===== src/rtl/core/svew_pkg.sv =====
`timescale 1ns / 1ps

package svew_pkg;

  // APB address width: four 32-bit registers at byte offsets 0, 4, 8, 12
  localparam int unsigned ADDR_W = 4;

  // Item kinds carried on the mode field
  typedef enum logic [1:0] {
    MODE_TICK   = 2'd0,
    MODE_GAZE   = 2'd1,
    MODE_WIGGLE = 2'd2,
    MODE_TARGET = 2'd3
  } mode_t;

  // Register indexes (paddr[3:2])
  typedef enum logic [1:0] {
    REG_CENTER = 2'd0,
    REG_MIN    = 2'd1,
    REG_MAX    = 2'd2,
    REG_GAIN   = 2'd3
  } reg_idx_t;

  // Configuration handed from the register block to the datapath
  typedef struct packed {
    logic [7:0] center_angle;
    logic [7:0] min_angle;
    logic [7:0] max_angle;
    logic [7:0] easing_gain;
  } cfg_t;

  localparam logic [7:0]  CENTER_RESET = 8'd90;
  localparam logic [7:0]  MIN_RESET    = 8'd0;
  localparam logic [7:0]  MAX_RESET    = 8'd180;
  localparam logic [7:0]  GAIN_RESET   = 8'd26;
  localparam logic [15:0] ANGLE_RESET  = 16'd23040;  // 90 degrees, Q8.8

  localparam logic [31:0]        UPDATE_PERIOD_MS = 32'd20;
  localparam logic signed [16:0] EASE_DEADBAND    = 17'sd77;
  localparam logic signed [6:0]  GAZE_SPAN        = 7'sd35;
  localparam logic [2:0]         WIGGLE_STEPS     = 3'd5;

  // Wiggle offsets from centre, whole degrees
  function automatic logic signed [5:0] step_offset(input logic [2:0] idx);
    logic signed [5:0] off;
    case (idx)
      3'd0:    off = -6'sd18;
      3'd1:    off = 6'sd18;
      3'd2:    off = -6'sd12;
      3'd3:    off = 6'sd12;
      default: off = 6'sd0;
    endcase
    return off;
  endfunction

  // Dwell after each wiggle step, ms
  function automatic logic [7:0] step_dwell(input logic [2:0] idx);
    logic [7:0] dw;
    case (idx)
      3'd0, 3'd1: dw = 8'd140;
      3'd2, 3'd3: dw = 8'd120;
      default:    dw = 8'd100;
    endcase
    return dw;
  endfunction

  // Clamp a signed Q8.8 goal to [lo, hi] degrees; when lo > hi, goals below lo give lo and all others give hi
  function automatic logic [15:0] clamp_goal(input logic signed [17:0] x,
                                             input logic [7:0] lo_deg,
                                             input logic [7:0] hi_deg);
    logic signed [17:0] lo;
    logic signed [17:0] hi;
    logic [15:0] res;
    lo = $signed({2'b00, lo_deg, 8'h00});
    hi = $signed({2'b00, hi_deg, 8'h00});
    if (x < lo) begin
      res = lo[15:0];
    end else if (x > hi) begin
      res = hi[15:0];
    end else begin
      res = x[15:0];
    end
    return res;
  endfunction

endpackage


===== src/rtl/core/servo_easing_with_wiggle_sequence.sv =====
`timescale 1ns / 1ps
// Servo easing with wiggle sequencer.
// Input register, then result register; a stalled result beat holds the input.
// Throughput: one item per cycle unless a result beat stalls; the whole update sits
// between the two registers.
// Reset (rst, synchronous): config to 90/0/180/26, angles to 90 degrees, timers clear.

module servo_easing_with_wiggle_sequence import svew_pkg::*; (
  input  logic               clk,
  input  logic               rst,
  // configuration
  input  logic               psel,
  input  logic               penable,
  input  logic               pwrite,
  input  logic [ADDR_W-1:0]  paddr,
  input  logic [31:0]        pwdata,
  output logic [31:0]        prdata,
  output logic               pready,
  // items
  input  logic               item_valid,
  output logic               item_ready,
  input  logic [1:0]         mode,
  input  logic signed [15:0] look_x,
  input  logic signed [16:0] target_angle,
  // results
  output logic               result_valid,
  input  logic               result_ready,
  output logic               write_valid,
  output logic [7:0]         servo_angle,
  output logic [15:0]        current_angle,
  output logic               wiggling
);

  cfg_t cfg;

  svew_regs u_regs (
    .clk     (clk),
    .rst     (rst),
    .psel    (psel),
    .penable (penable),
    .pwrite  (pwrite),
    .paddr   (paddr),
    .pwdata  (pwdata),
    .prdata  (prdata),
    .pready  (pready),
    .cfg     (cfg)
  );

  // Input register
  logic               s1_valid;
  mode_t              s1_mode;
  logic signed [15:0] s1_look_x;
  logic signed [16:0] s1_target;
  logic               s1_adv;

  assign s1_adv     = s1_valid && (!result_valid || result_ready);
  assign item_ready = !s1_valid || s1_adv;

  always_ff @(posedge clk) begin
    if (rst) begin
      s1_valid <= 1'b0;
    end else if (item_ready) begin
      s1_valid <= item_valid;
    end
  end

  always_ff @(posedge clk) begin
    if (item_valid && item_ready) begin
      s1_mode   <= mode_t'(mode);
      s1_look_x <= look_x;
      s1_target <= target_angle;
    end
  end

  // Block state
  logic [31:0] time_now, last_update_time, next_step_time;
  logic        wiggle_active;
  logic [2:0]  wiggle_index;
  logic [15:0] present_angle, goal_angle;

  logic [31:0] time_now_next, last_update_time_next, next_step_time_next;
  logic        wiggle_active_next;
  logic [2:0]  wiggle_index_next;
  logic [15:0] present_angle_next, goal_angle_next;

  logic [31:0]        tick_time, elapsed;
  logic signed [22:0] gaze_prod;
  logic signed [17:0] gaze_pos;
  logic signed [5:0]  wig_off;
  logic signed [9:0]  wig_deg;
  logic signed [17:0] wig_pos;
  logic               update_due;

  // Candidate goals
  assign tick_time = time_now + 32'd1;
  assign elapsed   = tick_time - last_update_time;
  assign gaze_prod = s1_look_x * GAZE_SPAN;
  assign gaze_pos  = $signed({2'b00, cfg.center_angle, 8'h00})
                   + $signed({gaze_prod[22], gaze_prod[22:6]});
  assign wig_off   = step_offset(wiggle_index);
  assign wig_deg   = $signed({2'b00, cfg.center_angle})
                   + $signed({{4{wig_off[5]}}, wig_off});
  assign wig_pos   = $signed({wig_deg, 8'h00});

  // Item decode, tick timing and wiggle sequencer
  always_comb begin
    time_now_next         = time_now;
    last_update_time_next = last_update_time;
    next_step_time_next   = next_step_time;
    wiggle_active_next    = wiggle_active;
    wiggle_index_next     = wiggle_index;
    goal_angle_next       = goal_angle;
    update_due            = 1'b0;
    case (s1_mode)
      MODE_GAZE: begin
        if (!wiggle_active) begin
          goal_angle_next = clamp_goal(gaze_pos, cfg.min_angle, cfg.max_angle);
        end
      end
      MODE_WIGGLE: begin
        wiggle_active_next  = 1'b1;
        wiggle_index_next   = '0;
        next_step_time_next = time_now;
      end
      MODE_TARGET: begin
        goal_angle_next = clamp_goal({s1_target[16], s1_target},
                                     cfg.min_angle, cfg.max_angle);
      end
      MODE_TICK: begin
        time_now_next = tick_time;
        if (elapsed >= UPDATE_PERIOD_MS) begin
          update_due            = 1'b1;
          last_update_time_next = tick_time;
          if (wiggle_active && (tick_time >= next_step_time)) begin
            if (wiggle_index < WIGGLE_STEPS) begin
              goal_angle_next     = clamp_goal(wig_pos, cfg.min_angle, cfg.max_angle);
              next_step_time_next = tick_time + {24'd0, step_dwell(wiggle_index)};
              wiggle_index_next   = wiggle_index + 3'd1;
            end else begin
              wiggle_active_next = 1'b0;
              wiggle_index_next  = '0;
            end
          end
        end
      end
      default: ;
    endcase
  end

  // Easing step toward the (possibly just updated) goal
  logic        ease_move;
  logic [15:0] ease_angle;
  logic        wrote;
  logic [15:0] rounded;

  svew_ease u_ease (
    .goal          (goal_angle_next),
    .present       (present_angle),
    .gain          (cfg.easing_gain),
    .move          (ease_move),
    .present_moved (ease_angle)
  );

  assign wrote              = update_due && ease_move;
  assign present_angle_next = wrote ? ease_angle : present_angle;
  assign rounded            = present_angle_next + 16'd128;

  // State commit
  always_ff @(posedge clk) begin
    if (rst) begin
      time_now         <= '0;
      last_update_time <= '0;
      next_step_time   <= '0;
      wiggle_active    <= 1'b0;
      wiggle_index     <= '0;
      present_angle    <= ANGLE_RESET;
      goal_angle       <= ANGLE_RESET;
    end else if (s1_adv) begin
      time_now         <= time_now_next;
      last_update_time <= last_update_time_next;
      next_step_time   <= next_step_time_next;
      wiggle_active    <= wiggle_active_next;
      wiggle_index     <= wiggle_index_next;
      present_angle    <= present_angle_next;
      goal_angle       <= goal_angle_next;
    end
  end

  // Result register
  always_ff @(posedge clk) begin
    if (rst) begin
      result_valid <= 1'b0;
    end else if (s1_adv) begin
      result_valid <= 1'b1;
    end else if (result_ready) begin
      result_valid <= 1'b0;
    end
  end

  always_ff @(posedge clk) begin
    if (s1_adv) begin
      write_valid   <= wrote;
      servo_angle   <= wrote ? rounded[15:8] : 8'd0;
      current_angle <= present_angle_next;
      wiggling      <= wiggle_active_next;
    end
  end

  // Checks
  a_silent_beat: assert property (@(posedge clk) disable iff (rst)
    result_valid && !write_valid |-> servo_angle == 8'd0)
    else $error("silent result beat carries a servo angle");

  a_idle_index: assert property (@(posedge clk) disable iff (rst)
    !wiggle_active |-> wiggle_index == 3'd0)
    else $error("wiggle index left non-zero while idle");

  a_index_range: assert property (@(posedge clk) disable iff (rst)
    wiggle_index <= WIGGLE_STEPS)
    else $error("wiggle index past last step");

  a_stall_blocks_input: assert property (@(posedge clk) disable iff (rst)
    s1_valid && result_valid && !result_ready |-> !item_ready)
    else $error("input taken while pipeline is stalled");

endmodule


===== src/rtl/core/svew_regs.sv =====
`timescale 1ns / 1ps

module svew_regs import svew_pkg::*; (
  input  logic              clk,
  input  logic              rst,
  input  logic              psel,
  input  logic              penable,
  input  logic              pwrite,
  input  logic [ADDR_W-1:0] paddr,
  input  logic [31:0]       pwdata,
  output logic [31:0]       prdata,
  output logic              pready,
  output cfg_t              cfg
);

  reg_idx_t idx;
  logic     wr_en;

  assign idx    = reg_idx_t'(paddr[ADDR_W-1:2]);
  assign wr_en  = psel && penable && pwrite;
  assign pready = 1'b1;

  // Register writes on the access phase
  always_ff @(posedge clk) begin
    if (rst) begin
      cfg.center_angle <= CENTER_RESET;
      cfg.min_angle    <= MIN_RESET;
      cfg.max_angle    <= MAX_RESET;
      cfg.easing_gain  <= GAIN_RESET;
    end else if (wr_en) begin
      case (idx)
        REG_CENTER: cfg.center_angle <= pwdata[7:0];
        REG_MIN:    cfg.min_angle    <= pwdata[7:0];
        REG_MAX:    cfg.max_angle    <= pwdata[7:0];
        REG_GAIN:   cfg.easing_gain  <= pwdata[7:0];
        default: ;
      endcase
    end
  end

  // Read-back mux
  always_comb begin
    prdata = '0;
    case (idx)
      REG_CENTER: prdata[7:0] = cfg.center_angle;
      REG_MIN:    prdata[7:0] = cfg.min_angle;
      REG_MAX:    prdata[7:0] = cfg.max_angle;
      REG_GAIN:   prdata[7:0] = cfg.easing_gain;
      default:    prdata = '0;
    endcase
  end

endmodule


===== src/rtl/core/svew_ease.sv =====
`timescale 1ns / 1ps

module svew_ease import svew_pkg::*; (
  input  logic [15:0] goal,
  input  logic [15:0] present,
  input  logic [7:0]  gain,
  output logic        move,
  output logic [15:0] present_moved
);

  logic signed [16:0] diff;
  logic signed [25:0] prod;

  // Remaining distance and its gain-scaled share (floored by the shift)
  assign diff = $signed({1'b0, goal}) - $signed({1'b0, present});
  assign prod = diff * $signed({1'b0, gain});

  // Deadband of 77/256 degree either side
  assign move = (diff > EASE_DEADBAND) || (diff < -EASE_DEADBAND);

  // prod >>> 8, low 16 bits, added modulo 2^16
  assign present_moved = present + prod[23:8];

endmodule

===== config.mk =====
export PLATFORM = sky130hd
export DESIGN_NAME = servo_easing_with_wiggle_sequence
export DESIGN_NICKNAME = d
export VERILOG_FILES = /design/src/rtl/core/svew_pkg.sv /design/src/rtl/core/servo_easing_with_wiggle_sequence.sv /design/src/rtl/core/svew_regs.sv /design/src/rtl/core/svew_ease.sv
export SDC_FILE = /design/constraint.sdc
export NUM_CORES = 1
export LEC_CHECK = 0
export ABC_AREA = 1
export BUFFER_PORTS_ARGS = -buffer_cell sky130_fd_sc_hd__buf_2
export CORE_ASPECT_RATIO = 0.6
export CORE_MARGIN = 2
export CORE_UTILIZATION = 35
export CTS_BUF_LIST = sky130_fd_sc_hd__clkbuf_4
export DETAILED_ROUTE_END_ITERATION = 7
export GPL_TIMING_DRIVEN = 0
export PLACE_DENSITY = 0.62
export REMOVE_ABC_BUFFERS = 1
export SYNTH_ARGS = -nofsm -noshare
export SYNTH_HDL_FRONTEND = slang
export SYNTH_HIERARCHICAL = 1
export SYNTH_SLANG_ARGS = --single-unit

===== constraint.sdc =====
create_clock -name clk -period 16 [get_ports clk]
set_clock_uncertainty 0.15 [all_clocks]
set_input_delay 2.4 -clock clk [delete_from_list [all_inputs] [get_ports clk]]
set_output_delay 2.4 -clock clk [all_outputs]
set_load 0.005 [all_outputs]

==> flow_summary_export.csv <==
group,metric,value,unit
die,start_util,35.19,%
die,die_w,358.9,um
routing,via_per_inst,4.978,
synthesis,synth_commonest_cells,"1046 x nand2_1, 724 x inv_1, 372 x nor2_1",
routing,wire_per_inst,16.24,um
final_layout,area_growth,8.436,%
sta,worstMarginPinSlew,1.435,ns
cts,clk_pin_slew,0.07,ns
synthesis,syn_area,26440,um2
setup_path,cp.required,16.40,ns
sta,finalHoldViolations,0,
routing,drc,0,
setup_path,reg2reg_from,"s1_look_x[6]",
placed_design,dp_slack,0.6598,ns
sta,relSlewSlack,3.449,%
synthesis,yosysMostFrequentCell,"nand2_1",
global_routing,grt_pass1_vias,23270,
synthesis,synth_warnings,6,
setup_path,reg2reg_setup_slack,1.05,ns
global_routing,grt_pass1_wl,132300,um
setup_path,r2r_end,"servo_angle[7]",
synthesis,synth_edf_count,61,
routing,ant_nets,0,
die,die_y,216.9,um
final_layout,drive_gt1_share,8.176,%
synthesis,ys_top_cells_by_area,"nand2_1 15%, ha_1 13%, dfxtp_1 13%",
global_routing,grt_usage,21.35,%
setup_path,crit_type,"reg2reg",
status,status,"completed",
placed_design,hpwl,67160,um
routing,dr.pass1.iters,6,
die,num_io_pins,139,
setup_path,worstSetupStartpoint,"s1_look_x[6]",
setup_path,cp.depth,74,
cts,cts_tree,"done",
final_layout,n_fill_cell,8172,
setup_path,cp.buffers_inverters,8,
sta,min_period,14.95,ns
final_layout,seqCellArea,5155,um2
cts,htreeDepth,2,
routing,finalWirelength,83420,um
synthesis,synth_flop_cell,"dfxtp_1",
sta,fmax,66.89,MHz
cts,cts_sinks,227,
synthesis,postSynthCellCount,4022,
setup_path,r2r_cells,74,
routing,vias,25570,
placed_design,portBuffers,87,
sta,setup_slack,1.049,ns
setup_path,critPathArrivalTime,15.35,ns
die,num_rows,78,
synthesis,ys_seq_elements,227,
min_path,min_path_type,"reg2reg",
setup_path,start_kind,"register",
synthesis,ys_async_sr_fraction,0,%
setup_path,cp_common_cell,"nand2_1",
global_routing,grt_overflow,0,
die,die-area,77840,um2
setup_path,critical_path.endpoint,"servo_angle[7]",
synthesis,yosys.area.top_type_share,14.85,%
setup_path,crit_family,"adder cells",
routing,drtIter0Drc,2836,
placed_design,gp_congestion,0.9718,
global_routing,antenna_found_initial,2,
synthesis,yosysTopAreaCell,"nand2_1",
final_layout,fin_nets,4557,
sta,finalSetupTns,0,ns
synthesis,ys_seq_area_share,19.49,%
setup_path,cp-end-kind,"register",
cts,root_buffer,"clkbuf_4",
setup_path,slowest_delay,0.58,ns
sta,setup_viol,0,
die,coreArea,75150,um2
synthesis,syn_area_per_cell,6.575,um2
cts,clock_latency,0.89,ns
global_routing,grt_max_degree,68,
setup_path,cp_slowest_cell,"fa_1",
cts,ctsLongestPathBuffers,3,
synthesis,netlist-cell-type-count,62,
cts,numCtsBuffers,59,
sta,drv_slew,0,
sta,finalCritPeriodShare,93.44,%
run,max-cap-violations,0,
setup_path,crit_fanout,13,
final_layout,multi_input_area,18010,um2
[metrics by stage]
step	instances	utilization, %	hold slack (ns)	area, um2
4_1_cts	5131	38.08	0.3045	28620
3_5_place_dp	5026	37.02	0.2948	27820
3_3_place_gp	5018	36.74	0.2874	27610
2_1_floorplan	3931	-	0.2793	25920
6_report	5137	38.16	0.3036	28680
5_1_grt	5136	38.16	0.3259	28670
[worst reg2reg max path: cells and delay by family (launching register included)]
kind | cells | cell delay [ns]
AO/OA/AOI/OAI | 15 | 2.92
XOR/XNOR | 4 | 0.82
adder cells (fa/ha/maj) | 13 | 5.56
buffers and inverters | 8 | 0.93
flip-flops | 1 | 0.47
AND/OR/NAND/NOR | 34 | 3.83
[cell type report]
class                   count  area share, %
diodes                      3        0.02618
clock buffers              89          2.330
clock inverters            16         0.4625
inverters                 749          9.813
multi-input cells        2955          62.81
flip-flops and latches    227          17.98
well taps                1000          4.363
repair buffers             98          2.217
[routing by layer]
layer,share of wire [%],GRT usage (%)
met1,53,35.13
met2,34,25.37
met3,12,7.744
met4,0.93,2.869
met5,0.071,0.5515
[placed cells by master, fill, tap and decap left out, drive strengths merged, types with 5 or more instances in the layout]
master  count
xor2       75
nand4      78
edfxtp     61
a21oi     277
conb       25
buf        98
ha        266
o21ai     223
nor2      401
nand3     232
and2        5
fa        123
xnor2      19
nor4       12
o21bai     12
inv       747
nor3       27
a31oi      12
clkbuf     89
nand2    1095
o211ai     20
nand3b     18
dfxtp     166
clkinv     16
[flip-flops by register name, indices dropped and copies added (netlist names), 8 cells and up]
register	cells
goal_angle	16
last_update_time	32
servo_angle	8
s1_target	17
u_regs/cfg	32
time_now	32
present_angle	16
next_step_time	32
current_angle	16
s1_look_x	16
[how the worst min path moves through the flow]
stage / startpoint / to / slack (ns) / cells past startpoint
after floorplan: last_update_time[0] / last_update_time[0] / 0.28 / 2
after global placement: last_update_time[0] / last_update_time[0] / 0.29 / 2
after detailed placement: last_update_time[0] / last_update_time[0] / 0.29 / 2
after CTS: last_update_time[0] / last_update_time[0] / 0.30 / 2
after global routing: last_update_time[2] / last_update_time[2] / 0.33 / 2
final: last_update_time[0] / last_update_time[0] / 0.30 / 2
[logic make-up after synthesis]
family	after synthesis	share of synthesized area, %
adders and majority gates	389	21.90
other	2	0.02840
and+or+nand+nor	1874	30.76
muxes	4	0.1514
buffers and inverters	863	12.93
AOI/OAI and AO/OA	569	11.52
xor gates and xnor gates	94	3.213
DFF	227	19.49
[repair_timing]
item | in CTS | in global routing
hold buffers | 0 | 0
resized for setup | 0 | 6
endpoints found under the hold margin | 0 | 0
setup buffers | 0 | 3
setup endpoints to repair | 0 | 24
Power is not shown: default switching activity piles up to over one toggle a cycle in this logic, so the estimate is an artifact.
